## config.mk

```make
export PLATFORM = sky130hd
export DESIGN_NAME = calendar_alarm_matcher_core_flat
export DESIGN_NICKNAME = d
export VERILOG_FILES = /design/src/rtl/core/cam_pkg.sv /design/src/rtl/core/cam_if.sv /design/src/rtl/core/cam_ctrl.sv /design/src/rtl/core/cam_datapath.sv /design/src/rtl/core/calendar_alarm_matcher_core.sv /design/src/flat_wrapper.sv
export SDC_FILE = /design/constraint.sdc
export NUM_CORES = 1
export LEC_CHECK = 0
export ABC_AREA = 0
export ABC_CLOCK_PERIOD_IN_PS = 7300
export BUFFER_PORTS_ARGS = -buffer_cell sky130_fd_sc_hd__buf_2
export CAP_MARGIN = 20
export CORE_ASPECT_RATIO = 1.1
export CORE_MARGIN = 5
export CORE_UTILIZATION = 35
export CTS_BUF_LIST = sky130_fd_sc_hd__clkbuf_4 sky130_fd_sc_hd__clkbuf_8
export CTS_CLUSTER_DIAMETER = 120
export DETAILED_ROUTE_END_ITERATION = 16
export SYNTH_ARGS = -nofsm -noshare
export SYNTH_HDL_FRONTEND = slang
export SYNTH_SLANG_ARGS = --single-unit
```

## constraint.sdc

```tcl
create_clock -name clk -period 7.3 [get_ports clk]
set_input_delay 0 -clock clk [delete_from_list [all_inputs] [get_ports clk]]
set_output_delay 0 -clock clk [all_outputs]
set_load 0.01 [all_outputs]
```

## src/rtl/core/cam_pkg.sv

```systemverilog
// ----------------------------------------------------------------------------
// cam_pkg
// Types and constants shared by the calendar alarm matcher modules.
// ----------------------------------------------------------------------------
package cam_pkg;

    // field widths of one result item, the number of reasons and the result count width
    localparam int ENTRY_W   = 4;
    localparam int REASON_W  = 3;
    localparam int STATUS_W  = 2;
    localparam int NUM_RSN   = 6;
    localparam int RES_CNT_W = 5;

    // years are counted from 1900, time is valid from 2016 on
    localparam int YEAR_BASE = 1900;
    localparam logic [7:0] FIRST_VALID_YEAR = 8'(2016 - YEAR_BASE);

    // at most this many results for one tick
    localparam logic [RES_CNT_W-1:0] RESULT_CAP = 5'd24;

    // item kinds
    localparam logic KIND_ADD  = 1'b0;
    localparam logic KIND_TICK = 1'b1;

    // firing reasons, also bit positions of the per-entry reason mask
    localparam logic [REASON_W-1:0] RSN_INTERVAL = 3'd0;
    localparam logic [REASON_W-1:0] RSN_EXACT    = 3'd1;
    localparam logic [REASON_W-1:0] RSN_DAILY    = 3'd2;
    localparam logic [REASON_W-1:0] RSN_WEEKLY   = 3'd3;
    localparam logic [REASON_W-1:0] RSN_MONTHLY  = 3'd4;
    localparam logic [REASON_W-1:0] RSN_YEARLY   = 3'd5;

    // result status codes
    localparam logic [STATUS_W-1:0] STATUS_OK       = 2'd0;
    localparam logic [STATUS_W-1:0] STATUS_FULL     = 2'd1;
    localparam logic [STATUS_W-1:0] STATUS_BAD_TIME = 2'd2;

    // repeat mask bits
    localparam int REP_DAILY   = 0;
    localparam int REP_MONTHLY = 8;
    localparam int REP_YEARLY  = 9;

    typedef struct packed {
        logic        kind;
        logic [4:0]  hour;
        logic [5:0]  minute;
        logic [5:0]  second;
        logic [4:0]  day_of_month;
        logic [3:0]  month;
        logic [7:0]  year;
        logic [2:0]  weekday;
        logic [31:0] seconds_count;
        logic [9:0]  repeat_mask;
        logic        has_action;
    } item_t;

    typedef struct packed {
        logic                fired;
        logic [ENTRY_W-1:0]  entry_index;
        logic [REASON_W-1:0] reason;
        logic [STATUS_W-1:0] status;
        logic                last;
    } result_t;

    // one stored schedule entry, 44 bits
    typedef struct packed {
        logic [4:0] hour;
        logic [5:0] minute;
        logic [5:0] second;
        logic [4:0] day_of_month;
        logic [3:0] month;
        logic [7:0] year;
        logic [9:0] repeat_mask;
    } sched_t;

    // commands from the controller to the datapath
    typedef struct packed {
        logic capture;
        logic do_add;
        logic emit_single;
        logic eval;
        logic pop;
        logic next_idx;
        logic flush;
    } dp_cmd_t;

    // status from the datapath to the controller
    typedef struct packed {
        logic is_tick;
        logic year_ok;
        logic out_free;
        logic mask_empty;
        logic cap_hit;
        logic idx_last;
        logic pend_valid;
    } dp_stat_t;

endpackage

```

## src/rtl/core/cam_if.sv

```systemverilog
// ----------------------------------------------------------------------------
// cam_item_if / cam_result_if
// Valid/ready channels for input items and result items.
// ----------------------------------------------------------------------------
interface cam_item_if;
    import cam_pkg::*;

    logic  valid;
    logic  ready;
    item_t payload;

    modport source (output valid, output payload, input ready);
    modport sink   (input valid, input payload, output ready);
endinterface

interface cam_result_if;
    import cam_pkg::*;

    logic    valid;
    logic    ready;
    result_t payload;

    modport source (output valid, output payload, input ready);
    modport sink   (input valid, input payload, output ready);
endinterface

```

## src/rtl/core/cam_ctrl.sv

```systemverilog
// ----------------------------------------------------------------------------
// cam_ctrl
// Sequencer: takes an item, then steps the datapath through add, single
// status result or the walk over the alarm table.
// ----------------------------------------------------------------------------
module cam_ctrl (
    input  logic              clk,
    input  logic              rst_n,
    input  logic              in_valid,
    output logic              in_ready,
    input  cam_pkg::dp_stat_t stat,
    output cam_pkg::dp_cmd_t  cmd
);
    import cam_pkg::*;

    localparam logic [2:0] S_IDLE   = 3'd0;
    localparam logic [2:0] S_DECODE = 3'd1;
    localparam logic [2:0] S_EVAL   = 3'd2;
    localparam logic [2:0] S_EMIT   = 3'd3;
    localparam logic [2:0] S_FLUSH  = 3'd4;

    logic [2:0] state_reg;
    logic [2:0] state_next;

    // next state and commands
    always_comb
    begin
        state_next = state_reg;
        cmd        = '0;
        in_ready   = 1'b0;
        case (state_reg)
            S_IDLE:
            begin
                in_ready = 1'b1;
                if (in_valid)
                begin
                    cmd.capture = 1'b1;
                    state_next  = S_DECODE;
                end
            end
            S_DECODE:
            begin
                if (!stat.is_tick || !stat.year_ok)
                begin
                    if (stat.out_free)
                    begin
                        cmd.emit_single = 1'b1;
                        cmd.do_add      = !stat.is_tick;
                        state_next      = S_IDLE;
                    end
                end
                else
                begin
                    state_next = S_EVAL;
                end
            end
            S_EVAL:
            begin
                cmd.eval   = 1'b1;
                state_next = S_EMIT;
            end
            S_EMIT:
            begin
                if (stat.mask_empty || stat.cap_hit)
                begin
                    if (stat.idx_last)
                    begin
                        state_next = S_FLUSH;
                    end
                    else
                    begin
                        cmd.next_idx = 1'b1;
                        state_next   = S_EVAL;
                    end
                end
                else if (!stat.pend_valid || stat.out_free)
                begin
                    cmd.pop = 1'b1;
                end
            end
            S_FLUSH:
            begin
                if (!stat.pend_valid)
                begin
                    state_next = S_IDLE;
                end
                else if (stat.out_free)
                begin
                    cmd.flush  = 1'b1;
                    state_next = S_IDLE;
                end
            end
            default:
            begin
                state_next = S_IDLE;
            end
        endcase
    end

    // state register
    always_ff @(posedge clk or negedge rst_n)
    begin
        if (!rst_n)
        begin
            state_reg <= S_IDLE;
        end
        else
        begin
            state_reg <= state_next;
        end
    end

endmodule

```

## src/rtl/core/cam_datapath.sv

```systemverilog
// ----------------------------------------------------------------------------
// cam_datapath
// Alarm table, per-entry match logic, one-deep result holdback and the
// output register of the result channel.
// ----------------------------------------------------------------------------
module cam_datapath #(
    parameter int MAX_ALARMS = 8
) (
    input  logic              clk,
    input  logic              rst_n,
    input  cam_pkg::item_t    in_item,
    output logic              out_valid,
    input  logic              out_ready,
    output cam_pkg::result_t  out_item,
    input  cam_pkg::dp_cmd_t  cmd,
    output cam_pkg::dp_stat_t stat
);
    import cam_pkg::*;

    localparam int IDX_W = (MAX_ALARMS > 1) ? $clog2(MAX_ALARMS) : 1;
    localparam int CNT_W = $clog2(MAX_ALARMS + 1);

    // captured item
    item_t cur_reg;

    // alarm table
    sched_t                  sched_mem [MAX_ALARMS];
    logic [31:0]             ivl_mem [MAX_ALARMS];
    logic [31:0]             last_fire_reg [MAX_ALARMS];
    logic [MAX_ALARMS-1:0]   entry_valid_reg;
    logic [MAX_ALARMS-1:0]   action_reg;
    logic [CNT_W-1:0]        entry_count_reg;

    // walk state
    logic [IDX_W-1:0]        idx_reg;
    logic [NUM_RSN-1:0]      mask_reg;
    logic [NUM_RSN-1:0]      mask_next;
    logic [RES_CNT_W-1:0]    res_cnt_reg;
    result_t                 pend_reg;
    logic                    pend_valid_reg;
    result_t                 out_reg;
    logic                    out_valid_reg;

    logic                    full;
    logic [IDX_W-1:0]        add_slot;
    sched_t                  ent;
    logic [31:0]             ent_ivl;
    logic [31:0]             up_diff;
    logic                    valid_act;
    logic                    ivl_hit;
    logic                    time_hit;
    logic                    date_hit;
    logic                    wday_hit;
    logic                    midnight_first;
    logic [REASON_W-1:0]     sel;
    result_t                 single_res;
    result_t                 pop_res;
    result_t                 flush_res;
    logic                    out_take;
    logic                    load_out;

    assign full     = (entry_count_reg == CNT_W'(MAX_ALARMS));
    assign add_slot = entry_count_reg[IDX_W-1:0];

    // per-entry match of the current tick
    assign ent       = sched_mem[idx_reg];
    assign ent_ivl   = ivl_mem[idx_reg];
    assign up_diff   = cur_reg.seconds_count - last_fire_reg[idx_reg];
    assign valid_act = entry_valid_reg[idx_reg] & action_reg[idx_reg];
    assign ivl_hit   = (ent_ivl != 32'd0) && (up_diff >= ent_ivl);
    assign time_hit  = (cur_reg.hour == ent.hour) && (cur_reg.minute == ent.minute)
                    && (cur_reg.second == ent.second);
    assign date_hit  = (cur_reg.day_of_month == ent.day_of_month)
                    && (cur_reg.month == ent.month) && (cur_reg.year == ent.year);
    assign wday_hit  = (cur_reg.weekday != 3'd7)
                    && ent.repeat_mask[4'(cur_reg.weekday) + 4'd1];
    assign midnight_first = (cur_reg.hour == 5'd0) && (cur_reg.minute == 6'd0)
                         && (cur_reg.second == 6'd0) && (cur_reg.day_of_month == 5'd1);

    // reason mask of the entry under test
    always_comb
    begin
        mask_next = '0;
        if (!valid_act)
        begin
            mask_next = '0;
        end
        else if (ivl_hit)
        begin
            mask_next[RSN_INTERVAL] = 1'b1;
        end
        else if (!time_hit)
        begin
            mask_next = '0;
        end
        else if (date_hit)
        begin
            mask_next[RSN_EXACT] = 1'b1;
        end
        else if (ent.repeat_mask[REP_DAILY])
        begin
            mask_next[RSN_DAILY] = 1'b1;
        end
        else
        begin
            mask_next[RSN_WEEKLY]  = wday_hit;
            mask_next[RSN_MONTHLY] = midnight_first && ent.repeat_mask[REP_MONTHLY];
            mask_next[RSN_YEARLY]  = midnight_first && (cur_reg.month == 4'd0)
                                  && ent.repeat_mask[REP_YEARLY];
        end
    end

    // lowest pending reason goes first
    always_comb
    begin
        sel = '0;
        for (int i = NUM_RSN - 1; i >= 0; i--)
        begin
            if (mask_reg[i])
            begin
                sel = REASON_W'(i);
            end
        end
    end

    // result for a firing, and the single result of add or bad time
    always_comb
    begin
        pop_res             = '0;
        pop_res.fired       = 1'b1;
        pop_res.entry_index = ENTRY_W'(idx_reg);
        pop_res.reason      = sel;
        pop_res.status      = STATUS_OK;

        // held result released as the final one of the tick
        flush_res      = pend_reg;
        flush_res.last = 1'b1;

        single_res      = '0;
        single_res.last = 1'b1;
        if (cur_reg.kind == KIND_TICK)
        begin
            single_res.status = STATUS_BAD_TIME;
        end
        else if (full)
        begin
            single_res.status = STATUS_FULL;
        end
        else
        begin
            single_res.entry_index = ENTRY_W'(add_slot);
            single_res.status      = STATUS_OK;
        end
    end

    assign out_take = out_valid_reg && out_ready;
    assign load_out = cmd.emit_single || (cmd.pop && pend_valid_reg) || cmd.flush;

    // captured item and table contents
    always_ff @(posedge clk)
    begin
        if (cmd.capture)
        begin
            cur_reg <= in_item;
        end
        if (cmd.do_add && !full)
        begin
            sched_mem[add_slot] <= '{hour:         cur_reg.hour,
                                     minute:       cur_reg.minute,
                                     second:       cur_reg.second,
                                     day_of_month: cur_reg.day_of_month,
                                     month:        cur_reg.month,
                                     year:         cur_reg.year,
                                     repeat_mask:  cur_reg.repeat_mask};
            ivl_mem[add_slot]   <= cur_reg.seconds_count;
        end
    end

    // table control state and last fire times
    always_ff @(posedge clk or negedge rst_n)
    begin
        if (!rst_n)
        begin
            entry_valid_reg <= '0;
            action_reg      <= '0;
            entry_count_reg <= '0;
            for (int i = 0; i < MAX_ALARMS; i++)
            begin
                last_fire_reg[i] <= '0;
            end
        end
        else
        begin
            if (cmd.do_add && !full)
            begin
                entry_valid_reg[add_slot] <= 1'b1;
                action_reg[add_slot]      <= cur_reg.has_action;
                last_fire_reg[add_slot]   <= '0;
                entry_count_reg           <= entry_count_reg + 1'b1;
            end
            if (cmd.eval && valid_act && ivl_hit)
            begin
                last_fire_reg[idx_reg] <= cur_reg.seconds_count;
            end
        end
    end

    // walk index, reason mask, result count and holdback stage
    always_ff @(posedge clk or negedge rst_n)
    begin
        if (!rst_n)
        begin
            idx_reg        <= '0;
            mask_reg       <= '0;
            res_cnt_reg    <= '0;
            pend_valid_reg <= 1'b0;
        end
        else
        begin
            if (cmd.capture)
            begin
                idx_reg        <= '0;
                mask_reg       <= '0;
                res_cnt_reg    <= '0;
                pend_valid_reg <= 1'b0;
            end
            if (cmd.next_idx)
            begin
                idx_reg <= idx_reg + 1'b1;
            end
            if (cmd.eval)
            begin
                mask_reg <= mask_next;
            end
            if (cmd.pop)
            begin
                mask_reg       <= mask_reg & ~(NUM_RSN'(1) << sel);
                res_cnt_reg    <= res_cnt_reg + 1'b1;
                pend_valid_reg <= 1'b1;
            end
            if (cmd.flush)
            begin
                pend_valid_reg <= 1'b0;
            end
        end
    end

    always_ff @(posedge clk)
    begin
        if (cmd.pop)
        begin
            pend_reg <= pop_res;
        end
    end

    // output register
    always_ff @(posedge clk or negedge rst_n)
    begin
        if (!rst_n)
        begin
            out_valid_reg <= 1'b0;
        end
        else if (load_out)
        begin
            out_valid_reg <= 1'b1;
        end
        else if (out_take)
        begin
            out_valid_reg <= 1'b0;
        end
    end

    always_ff @(posedge clk)
    begin
        if (cmd.emit_single)
        begin
            out_reg <= single_res;
        end
        else if (cmd.flush)
        begin
            out_reg <= flush_res;
        end
        else if (cmd.pop && pend_valid_reg)
        begin
            out_reg <= pend_reg;
        end
    end

    assign out_valid = out_valid_reg;
    assign out_item  = out_reg;

    // status towards the controller
    assign stat.is_tick    = (cur_reg.kind == KIND_TICK);
    assign stat.year_ok    = (cur_reg.year >= FIRST_VALID_YEAR);
    assign stat.out_free   = !out_valid_reg || out_ready;
    assign stat.mask_empty = (mask_reg == '0);
    assign stat.cap_hit    = (res_cnt_reg == RESULT_CAP);
    assign stat.idx_last   = (idx_reg == IDX_W'(MAX_ALARMS - 1));
    assign stat.pend_valid = pend_valid_reg;

`ifndef SYNTHESIS
    // a firing is only taken from a non-empty reason mask
    a_pop_nonempty: assert property (@(posedge clk) disable iff (!rst_n)
        cmd.pop |-> (mask_reg != '0))
        else $error("pop with empty reason mask");

    // results of one tick stay within the cap
    a_res_cap: assert property (@(posedge clk) disable iff (!rst_n)
        res_cnt_reg <= RESULT_CAP)
        else $error("result count above cap");

    // fill count never passes the table depth
    a_count_max: assert property (@(posedge clk) disable iff (!rst_n)
        entry_count_reg <= CNT_W'(MAX_ALARMS))
        else $error("entry count above table depth");

    // a waiting result is never overwritten
    a_no_overwrite: assert property (@(posedge clk) disable iff (!rst_n)
        (out_valid_reg && !out_ready) |-> !load_out)
        else $error("output register overwritten while stalled");
`endif

endmodule

```

## src/rtl/core/calendar_alarm_matcher_core.sv

```systemverilog
// ----------------------------------------------------------------------------
// calendar_alarm_matcher_core
// Alarm table with interval, exact and daily/weekly/monthly/yearly repeat
// matching, driven by add items and once-a-second tick items.
// ----------------------------------------------------------------------------
// Usage:
//   items   : input channel. kind 0 adds an alarm entry into the next free
//             slot, kind 1 is a tick carrying the calendar time and uptime.
//   results : output channel. An add gives one result (slot or table full),
//             a tick before 2016 gives one "time not valid" result, a valid
//             tick gives one result per firing up to RESULT_CAP (none if nothing fires);
//             last marks the final result of an item.
//   Sequence: an add or an invalid tick is decoded and its result loaded into
//             the output register once that register is free. A valid tick is
//             decoded, then per slot the entry is evaluated, each firing is
//             taken in turn and the walk moves to the next slot; at the end the
//             held last result is released as the final one.
//   Flow    : one item at a time; the next item may be taken while the last
//             result of the one before still waits in the output register.
//   Reset   : the table is emptied (no valid entries, last fire times zero).
//   Stall   : a held result in the output register and one in the holdback
//             stage pause the walk until results.ready frees a place.
// ----------------------------------------------------------------------------
module calendar_alarm_matcher_core #(
    parameter int MAX_ALARMS = 8
) (
    input logic          clk,
    input logic          rst_n,
    cam_item_if.sink     items,
    cam_result_if.source results
);
    import cam_pkg::*;

    dp_cmd_t  cmd;
    dp_stat_t stat;

    // sequencer
    cam_ctrl u_ctrl (
        .clk      (clk),
        .rst_n    (rst_n),
        .in_valid (items.valid),
        .in_ready (items.ready),
        .stat     (stat),
        .cmd      (cmd)
    );

    // table and match logic
    cam_datapath #(
        .MAX_ALARMS (MAX_ALARMS)
    ) u_datapath (
        .clk       (clk),
        .rst_n     (rst_n),
        .in_item   (items.payload),
        .out_valid (results.valid),
        .out_ready (results.ready),
        .out_item  (results.payload),
        .cmd       (cmd),
        .stat      (stat)
    );

endmodule
```

## src/flat_wrapper.sv

```systemverilog
// flat-port wrapper written by rule: the top's interface ports become plain ports
module calendar_alarm_matcher_core_flat import cam_pkg::*;
#(
    parameter int MAX_ALARMS = 8
)
  (clk, rst_n, items_valid, items_payload, items_ready, results_valid, results_payload, results_ready);
  cam_item_if items_i ();
  cam_result_if results_i ();
  input logic clk;
  input logic rst_n;
  input wire logic [$bits(items_i.valid)-1:0] items_valid;
  input wire logic [$bits(items_i.payload)-1:0] items_payload;
  output wire logic [$bits(items_i.ready)-1:0] items_ready;
  output wire logic [$bits(results_i.valid)-1:0] results_valid;
  output wire logic [$bits(results_i.payload)-1:0] results_payload;
  input wire logic [$bits(results_i.ready)-1:0] results_ready;
  assign items_i.valid = items_valid;
  assign items_i.payload = items_payload;
  assign items_ready = items_i.ready;
  assign results_valid = results_i.valid;
  assign results_payload = results_i.payload;
  assign results_i.ready = results_ready;
  calendar_alarm_matcher_core #(.MAX_ALARMS(MAX_ALARMS)) u_core (.clk(clk), .rst_n(rst_n), .items(items_i), .results(results_i));
endmodule
```

== Yosys cells after proc, flatten, opt, wreduce, memory -nomap -nowiden ==
Memories as Yosys holds them, arrays and structs flattened.
Cells that the tools add are included.
Cells by class
  add/subtract/negate cells: 5
  $lt $le $gt $ge: 10
  eq/ne operators: 17
  shift operators: 1
  multiplexer cells: 76
  bitwise gates (word level): 8
  reduce and logical (&&, ||, !) cells: 47
Operators with widths (number)
  2-to-1 mux 256 bit: 2
  bitwise AND 256 bit: 1
  bitwise mux 256 bit: 1
  inverter 256 bit: 1
  demux 32 bit (select 3 bit): 2
  2-to-1 mux 32 bit: 4
  binary-select mux 32 bit (select 3 bit): 1
  2-to-1 mux 3 bit: 17
  >= comparator 32 bit: 1
  nonzero test 32 bit: 1
  subtractor 32 bit: 1
  2-to-1 mux 1 bit: 26
  2-to-1 mux 6 bit: 4
  2-to-1 mux 11 bit: 2
  logical AND 1 bit: 20
  2-to-1 mux 5 bit: 4
  zero test 6 bit: 3
  case mux 3 bit (5 select lines): 1
  equality test 6 bit: 2
  equality test 5 bit: 2
  2-to-1 mux 10 bit: 1
  2-to-1 mux 2 bit: 5
  nonzero test 3 bit: 3
  bitwise mux 8 bit: 1
  38 further kinds: 58
Storage, ports and cells
  register bits after elaboration: 393
  RAM bits: 608
  input port bits: 85
  output and inout bits: 13
  logic and storage cells: 201
  memories kept: 2
Memory list
  u_core.u_datapath.sched_mem: words 8, width 44, rd ports 1, clocked after memory_dff 0, write ports 1, line cam_datapath.sv:27  | sched_t sched_mem [MAX_ALARMS];
  u_core.u_datapath.ivl_mem: words 8, width 32, rd ports 1, clocked after memory_dff 0, write ports 1, line cam_datapath.sv:28  | logic [31:0] ivl_mem [MAX_ALARMS];

== Longest topological paths before layout ==
Gate-level depths: netlist of the first run.
  depth after elaboration: 13
  depth in mapped cells: 37
  mapped depth without buffers: 26

== Cells and area by module ==
From an unflattened synthesis of the first run, not the netlist that was laid out.
Unflattened totals
  cell total of the unflattened synthesis: 2978
  area, all modules: 43609.3 sq um
Modules (own cells, without submodules)
  cam_datapath: times used 1, cells each 2942, area each 43312.8 sq um
  cam_ctrl: times used 1, cells each 36, area each 296.5 sq um

== Least setup slack after synthesis of the first run ==
OpenSTA, ideal clock, no wires.
  kind: reg-to-reg
  start point: reg u_core.u_datapath.idx_reg[2]
  end point: reg u_core.u_datapath.last_fire_reg[132] in the netlist's numbering
  library setup time: 79 ps
  arrival: 6769 ps
  path slack: 451 ps
  stages on the path, launching flop included: 35
  clock period less this slack: 6849 ps
  cell sequence: dfrtp_1 -> buf_2 -> buf_6 -> buf_6 -> buf_6 -> buf_2 -> buf_4 -> buf_2 -> buf_2 -> buf_2 -> mux2i_1 -> nor2_1 -> a21oi_1 -> a21oi_1 -> a221oi_1 -> ha_1 -> a21o_1 -> a221oi_1 -> o211ai_1 -> and3_1 -> o31a_1 -> a41oi_1 -> a21oi_1 -> o31a_1 -> ha_1 -> nand4_1 -> nor3_1 -> o211ai_1 -> a31oi_1 -> o21a_1 -> buf_4 -> and3_1 -> buf_6 -> buf_6 -> mux2i_1
On the way
  longest elaborated chain between the ends: 9
  elaborated cells between the ends (all ways): 23
  classes of those cells: add/sub: 1; order compare: 3; mux: 11; bitwise: 2; reduce/logical: 5; memory: 1
Ends and longest elaborated chain
  start, declared: line cam_datapath.sv:35  | logic [IDX_W-1:0] idx_reg;
  start signal, assigned: line cam_datapath.sv:229  | idx_reg <= idx_reg + 1'b1;
  inverter 3 -> 4 bit (implied by the code): line cam_datapath.sv:68, cam_datapath.sv:203
  binary-select mux 32 bit (select 3 bit): line cam_datapath.sv:68  | assign up_diff = cur_reg.seconds_count - last_fire_reg[idx_reg];
  2-to-1 mux 32 bit (implied by the code) (2 in a row): line cam_datapath.sv:68
  subtractor 32 bit: line cam_datapath.sv:68
  >= comparator 32 bit: line cam_datapath.sv:70  | assign ivl_hit = (ent_ivl != 32'd0) && (up_diff >= ent_ivl);
  logical AND 1 bit: line cam_datapath.sv:70
  logical AND 1 bit: line cam_datapath.sv:201  | if (cmd.eval && valid_act && ivl_hit)
  2-to-1 mux 256 bit *: line cam_datapath.sv:201
  end signal, assigned by index: line cam_datapath.sv:203  | last_fire_reg[idx_reg] <= cur_reg.seconds_count;
  end, declared: line cam_datapath.sv:29  | logic [31:0] last_fire_reg [MAX_ALARMS];
Every way passes the cells marked *; elsewhere a longest branch is shown, timed or not. The select of a mux whose other input is x is not followed.
A chain may end at the register's enable or synchronous reset.

== Worst setup path after layout of the first run ==
  start point: reg u_core.u_datapath.idx_reg[2]
  end point: reg u_core.u_datapath.last_fire_reg[149] in the netlist's numbering
The elaborated chain is that of the path after synthesis.

==> results.py, run 1 <==
metrics = {
    "grt": {
        "grt_util_met3": 0.03394,
        "grt_max_degree": 118,
        "grt.total_usage": 0.1877,
        "use_met1": 0.2497,
        "antenna_found_initial": 1,
        "use_met2": 0.3142,
        "grt_pass1_vias": 27120,
        "overflow": 0,
        "grt_pass1_wl_mm": 181.4,
        "grt_busiest_layer": "met2",
    },
    "critical_path": {
        "critical_path_peak_fanout": 26,
        "critPathArrivalTime_ps": 7600,
        "path_class": "reg -> reg",
        "r2r_start": "u_core.u_datapath.idx_reg[2]",
        "critPathLaunch": "u_core.u_datapath.idx_reg[2]",
        "end_kind": "register",
        "crit_path_start_kind": "register",
        "worst_ep_required_time_ps": 8060,
    },
    "power": {
        "p_leak_nw": 19.81,
        "cell_internal_pwr_mw": 12.73,
        "power_density_nw_per_um2": 401.9,
        "p_sw_frac": 0.3687,
        "switching_power_mw": 7.435,
        "peakVddDrop_v": 0.0002343,
        "seqPwrFrac": 0.385,
        "clkPwrFrac": 0.238,
        "comb_power_share": 0.377,
    },
    "routing": {
        "ant_nets": 0,
        "vias": 26740,
        "drt-initial-drc-count": 2710,
        "wirelength_mm": 122.9,
        "drcViolationCount": 0,
        "wire_per_inst_um": 24.62,
        "drtPass1Iterations": 6,
        "via_per_inst": 5.355,
    },
    "final_layout": {
        "largest_reg_flops": 352,
        "area_growth_pct": 17.09,
        "drive_above_1_share": 0.1771,
        "final_common_cell": "edfxtp_1",
        "layout_common_cells": "edfxtp_1, nand2_1, mux2i_1, dfrtp_1, clkbuf_8",
        "layout.nets": 3392,
    },
    "placement": {
        "port_buffers": 96,
        "dp_hpwl_mm": 72.60,
        "pre_cts_ws_ps": 340.3,
        "finalWeightedCongestion": 0.8554,
    },
    "floorplan": {
        "io_pins": 98,
        "dieArea_um2": 129500,
        "core_area_um2": 121600,
        "die-height_um": 377.0,
        "start_util": 0.3526,
        "fp.dieW_um": 343.6,
        "rows": 134,
    },
    "timing": {
        "drv_slew": 0,
        "period_share": 0.9376,
        "hold_viol": 0,
        "worstMarginPinSlew_ps": 1147,
        "timing.setup.tns_ps": 0,
        "rsz0062_at_grt": "false",
        "timing.final.ws_setup_ps": 455.4,
        "max_freq_ghz": 0.1461,
        "clock-skew-final_ps": 59.95,
        "slew_headroom": 0.2323,
        "setup_viol": 0,
        "fin_crit_ps": 6845,
    },
    "synthesis": {
        "async_flop_share": 0.2950,
        "syn_area_per_cell_um2": 14.86,
        "synthesis.nets": 3042,
        "syn_inst": 2884,
        "ys_seq_area_frac": 0.6651,
        "syn_area_um2": 42850,
        "synth_edf_count": 700,
        "yosysWarnings": 0,
        "synthTopCellsByArea": "edfxtp_1, dfrtp_1, mux2i_1",
        "ys.flop_type": "edfxtp_1",
        "ys_ff_latch": 1000,
        "yosys.area.top_type": "edfxtp_1",
        "yosys.area.top_type_share": 0.4905,
        "synth_cell_types": 89,
    },
    "clocking": {
        "cts_root_buffer": "clkbuf_8",
        "cts_tree": "built",
        "clk_latency_ps": 870,
        "numCtsBuffers": 158,
        "clkTransAtPathRegs_ps": 70,
        "ctsLongestPathBuffers": 3,
        "cts.sinks": 1000,
        "cts_max_level": 4,
    },
    "min_path": {
        "hp-class": "in -> reg",
        "min_from": "results_ready",
    },
    "run": {
        "drv_cap": 0,
    },
    "run_status": {
        "status": "completed",
    },
}
[critical path: stages, from the launching register on]
cell and delay [ps]:
dfrtp_4 600, buf_4 360, nor2b_2 220, buf_4 430
a21oi_1 130, o221a_2 300, ha_1 210, or3_1 390
o2111a_1 290, o21ai_0 330, o21ai_0 230, a41oi_1 350
o21ai_0 150, a21oi_1 190, xnor2_1 100, ha_1 300
nand4_1 140, nor3_1 280, o211ai_1 160, a31oi_1 190
o21a_1 380, and3_2 420, buf_12 290, mux2i_1 240
[repair_timing]
action / 4_1_cts / 5_1_grt
buffers inserted: 0 / 5
resized for setup: 0 / 1
endpoints found under the setup margin: 0 / 181
hold buffers: 167 / 0
endpoints found under the hold margin: 333 / 0
[synthesized netlist by cell type (48+ instances only)]
| library cell | instances |
|---|---|
| a21oi_1 | 68 |
| mux2_2 | 48 |
| mux4_2 | 57 |
| ha_1 | 72 |
| a221oi_1 | 74 |
| nor2_1 | 78 |
| mux2i_1 | 343 |
| clkbuf_1 | 75 |
| dfrtp_1 | 295 |
| edfxtp_1 | 700 |
| inv_1 | 58 |
| a22oi_1 | 91 |
| nand2_1 | 362 |
| o21ai_0 | 55 |
[logic make-up (layout without fill, tap and decap cells)]
group	Yosys count	count (layout)	share of synthesized area
adder cells (fa/ha/maj)	73	73	0.02149
multiplexers	457	457	0.1275
buffers and inverters	223	698	0.02885
XOR/XNOR	67	67	0.01369
AO/OA/AOI/OAI	452	452	0.07795
AND/OR/NAND/NOR	611	611	0.06534
other	1	3	0.00008750
flip-flops	1000	1000	0.6651
[power by group through the flow]
stage | Sequential, mW | Clock, mW | Combinational (mW)
CTS | 7.75 | 4.92 | 7.54
global route | 7.85 | 5.19 | 8.27
floorplan | 7.59 | 0 | 5.22
detailed placement | 7.86 | 0 | 7.42
finish | 7.76 | 4.80 | 7.61
global placement | 7.85 | 0 | 7.38
[metrics by stage]
| step | power [mW] | utilization | hold slack, ps | cells | cell area, um2 |
|---|---|---|---|---|---|
| floorplan | 12.81 | - | -295.6 | 2884 | 42850 |
| global placement | 15.23 | 0.3722 | 143.1 | 4534 | 45240 |
| detailed placement | 15.28 | 0.3722 | 136.9 | 4534 | 45240 |
| CTS | 20.21 | 0.4122 | 2.141 | 4986 | 50110 |
| global route | 21.30 | 0.4128 | 72.32 | 4992 | 50180 |
| finish | 20.17 | 0.4128 | 109.1 | 4993 | 50180 |
[final timing paths]
path	endpoint	cells past startpoint	slack, ps
max in group asynchronous	u_core.u_datapath.last_fire_reg[223]	4	5960
min	u_core.u_datapath.out_valid	4	110
min reg2reg	u_core.u_datapath.out_item[5]	2	450
max	u_core.u_datapath.last_fire_reg[149]	23	460
max reg2reg	u_core.u_datapath.last_fire_reg[149]	23	460
min in group asynchronous	u_core.u_datapath.last_fire_reg[12]	4	430
[area by class of cell]
class	count	area (um2)
clock inverter	63	439.2
timing repair buffer	352	2993
tap	1632	2042
antenna	2	5.005
sequential	1000	28510
clock buffer	222	2743
fill	11170	71380
inverter	61	252.7
multi-input combinational	1661	13190
[metal layers]
layer | share of wire | up-vias
met4 | 0.024 | 0
met5 | 0 | -
met2 | 0.49 | 953
li1 | - | 11750
met1 | 0.42 | 13840
met3 | 0.060 | 188
No activity file was read; power rests on OpenSTA's default activity.
==> inputs of run 2 (changes only) <==
Settings changed: CORE_UTILIZATION 35 to 49, PLACE_DENSITY set to 0.68.
==> results.py, run 2 (synthesized netlist as in run 1, its figures left out) <==
metrics = {
    "run_status": {
        "status": "completed",
    },
    "placement": {
        "dp_hpwl_mm": 72.04,
        "port_buffers": 96,
        "finalWeightedCongestion": 0.9368,
    },
    "grt": {
        "grt_pass1_wl_mm": 181.0,
        "overflow": 0,
        "grt_pass1_vias": 28060,
        "antenna_found_initial": 2,
        "grt_max_degree": 166,
        "grt.total_usage": 0.2574,
    },
    "critical_path": {
        "crit_path_start_kind": "register",
        "cp_num_buf_inv": 2,
        "path_class": "reg -> reg",
        "critPathArrivalTime_ps": 7530,
        "crit_path_top_delay_cell": "dfrtp_4",
        "worst_ep_required_time_ps": 7980,
        "max_stage_delay_ps": 670,
        "crit_family": "compound AO/OA/AOI/OAI gates",
        "end_kind": "register",
        "critical_path_peak_fanout": 24,
    },
    "clocking": {
        "cts_root_buffer": "clkbuf_8",
        "post-cts-setup-buffers": 0,
        "clkTransAtPathRegs_ps": 60,
        "numCtsBuffers": 157,
        "cts_tree": "built",
        "clk_latency_ps": 830,
        "cts_max_level": 4,
        "cts.sinks": 1000,
        "ctsLongestPathBuffers": 3,
    },
    "timing": {
        "period_share": 0.9387,
        "clock-skew-final_ps": 37.35,
        "slew_headroom": 0.2987,
        "drv_slew": 0,
        "max_freq_ghz": 0.1459,
        "rsz0062_at_grt": "false",
        "setup_viol": 0,
        "worstMarginPinSlew_ps": 1048,
        "hold_viol": 0,
        "timing.setup.tns_ps": 0,
        "fin_crit_ps": 6852,
    },
    "routing": {
        "ant_nets": 0,
        "drtPass1Iterations": 7,
        "vias": 27360,
        "drt-initial-drc-count": 2929,
        "via_per_inst": 6.077,
        "wirelength_mm": 121.9,
        "drcViolationCount": 0,
        "wire_per_inst_um": 27.07,
    },
    "final_layout": {
        "final_common_cell": "edfxtp_1",
        "regArea_um2": 28510,
        "layout.nets": 3385,
        "area_growth_pct": 15.72,
        "multi_input_area_um2": 13180,
        "drive_above_1_share": 0.1737,
        "layout_common_cells": "edfxtp_1, nand2_1, mux2i_1, dfrtp_1, clkbuf_8",
        "largest_reg_flops": 352,
        "final_util": 0.5731,
        "fillCellCount": 6733,
    },
    "floorplan": {
        "dieArea_um2": 93480,
        "fp.dieW_um": 292.0,
        "start_util": 0.4953,
        "io_pins": 98,
        "die-height_um": 320.2,
        "rows": 113,
        "core_area_um2": 86530,
    },
    "power": {
        "power_density_nw_per_um2": 409.3,
        "p_leak_nw": 19.80,
        "peakVddDrop_v": 0.0003455,
    },
    "min_path": {
        "hp-class": "in -> reg",
    },
    "run": {
        "drv_cap": 0,
    },
}
## run 2: through the flow
stage	setup WS [ps]	total power [mW]	hold WS, ps	std cells	area, um2
after floorplan	451.2	12.81	-295.6	2884	42850
after global placement	400.9	15.17	176.3	4050	44690
after detailed placement	193.7	15.36	178.1	4051	44720
after CTS	197.5	20.23	30.77	4500	49580
after global routing	34.95	21.34	149.7	4501	49590
final	447.8	20.30	133.5	4502	49590
## run 2: timing repair
item                                    CTS  global route
endpoints found under the hold margin   236             0
hold buffers                            167             0
gates resized for setup                   0             2
endpoints found under the setup margin    0           251
## run 2: path summary, 6_finish.rpt
kind,endpoint,cells after the start,slack (ps),from
setup reg to reg,u_core.u_datapath.last_fire_reg[118],25,450,u_core.u_datapath.idx_reg[2]
min in group asynchronous,u_core.u_datapath.last_fire_reg[25],4,400,rst_n
setup / recovery,u_core.u_datapath.last_fire_reg[118],25,450,u_core.u_datapath.idx_reg[2]
hold reg to reg,u_core.u_datapath.out_item[5],2,460,u_core.u_datapath.flush_res[5]
max in group asynchronous,u_core.u_datapath.idx_reg[0],4,5980,rst_n
hold / removal,u_core.u_datapath.out_valid,4,130,results_ready
## run 2: routing by layer
layer	vias up	global-route usage	part of all wire
met5	-	0	0
li1	11750	-	-
met3	207	0.05522	0.087
met2	1324	0.4142	0.47
met1	14080	0.3574	0.41
met4	0	0.07732	0.025
## run 2: worst register-to-register path, stage by stage (launching register included)
cell	delay (ps)
dfrtp_4	670
buf_4	320
mux2i_1	250
nor2_1	60
a21oi_1	150
a21oi_1	100
a221oi_1	330
ha_1	330
a21o_1	220
or3_1	350
o2111a_1	290
o21ai_0	350
o21ai_0	240
a41oi_1	400
o21ai_0	160
a21oi_1	190
xnor2_1	90
ha_1	300
nand4_1	120
nor3_1	280
o211ai_1	140
a31oi_1	190
o21a_2	390
nand3_2	370
buf_12	300
mux2i_1	140
## run 2: final cells by class
| type | count | share of cell area |
|---|---|---|
| flip-flops and latches | 1000 | 0.5750 |
| multi-input cells | 1661 | 0.2657 |
| repair buffers | 346 | 0.06121 |
| clock buffers | 217 | 0.05392 |
| well taps | 1150 | 0.02901 |
| clock inverters | 65 | 0.01002 |
| inverters | 61 | 0.005096 |
| diodes | 2 | 0.0001009 |
## run 2: report_power, final
| part | internal, mW | switching (mW) |
|---|---|---|
| combinational | 3.07 | 4.62 |
| sequential | 7.10 | 0.714 |
| clock | 2.59 | 2.21 |
| total | 12.8 | 7.54 |
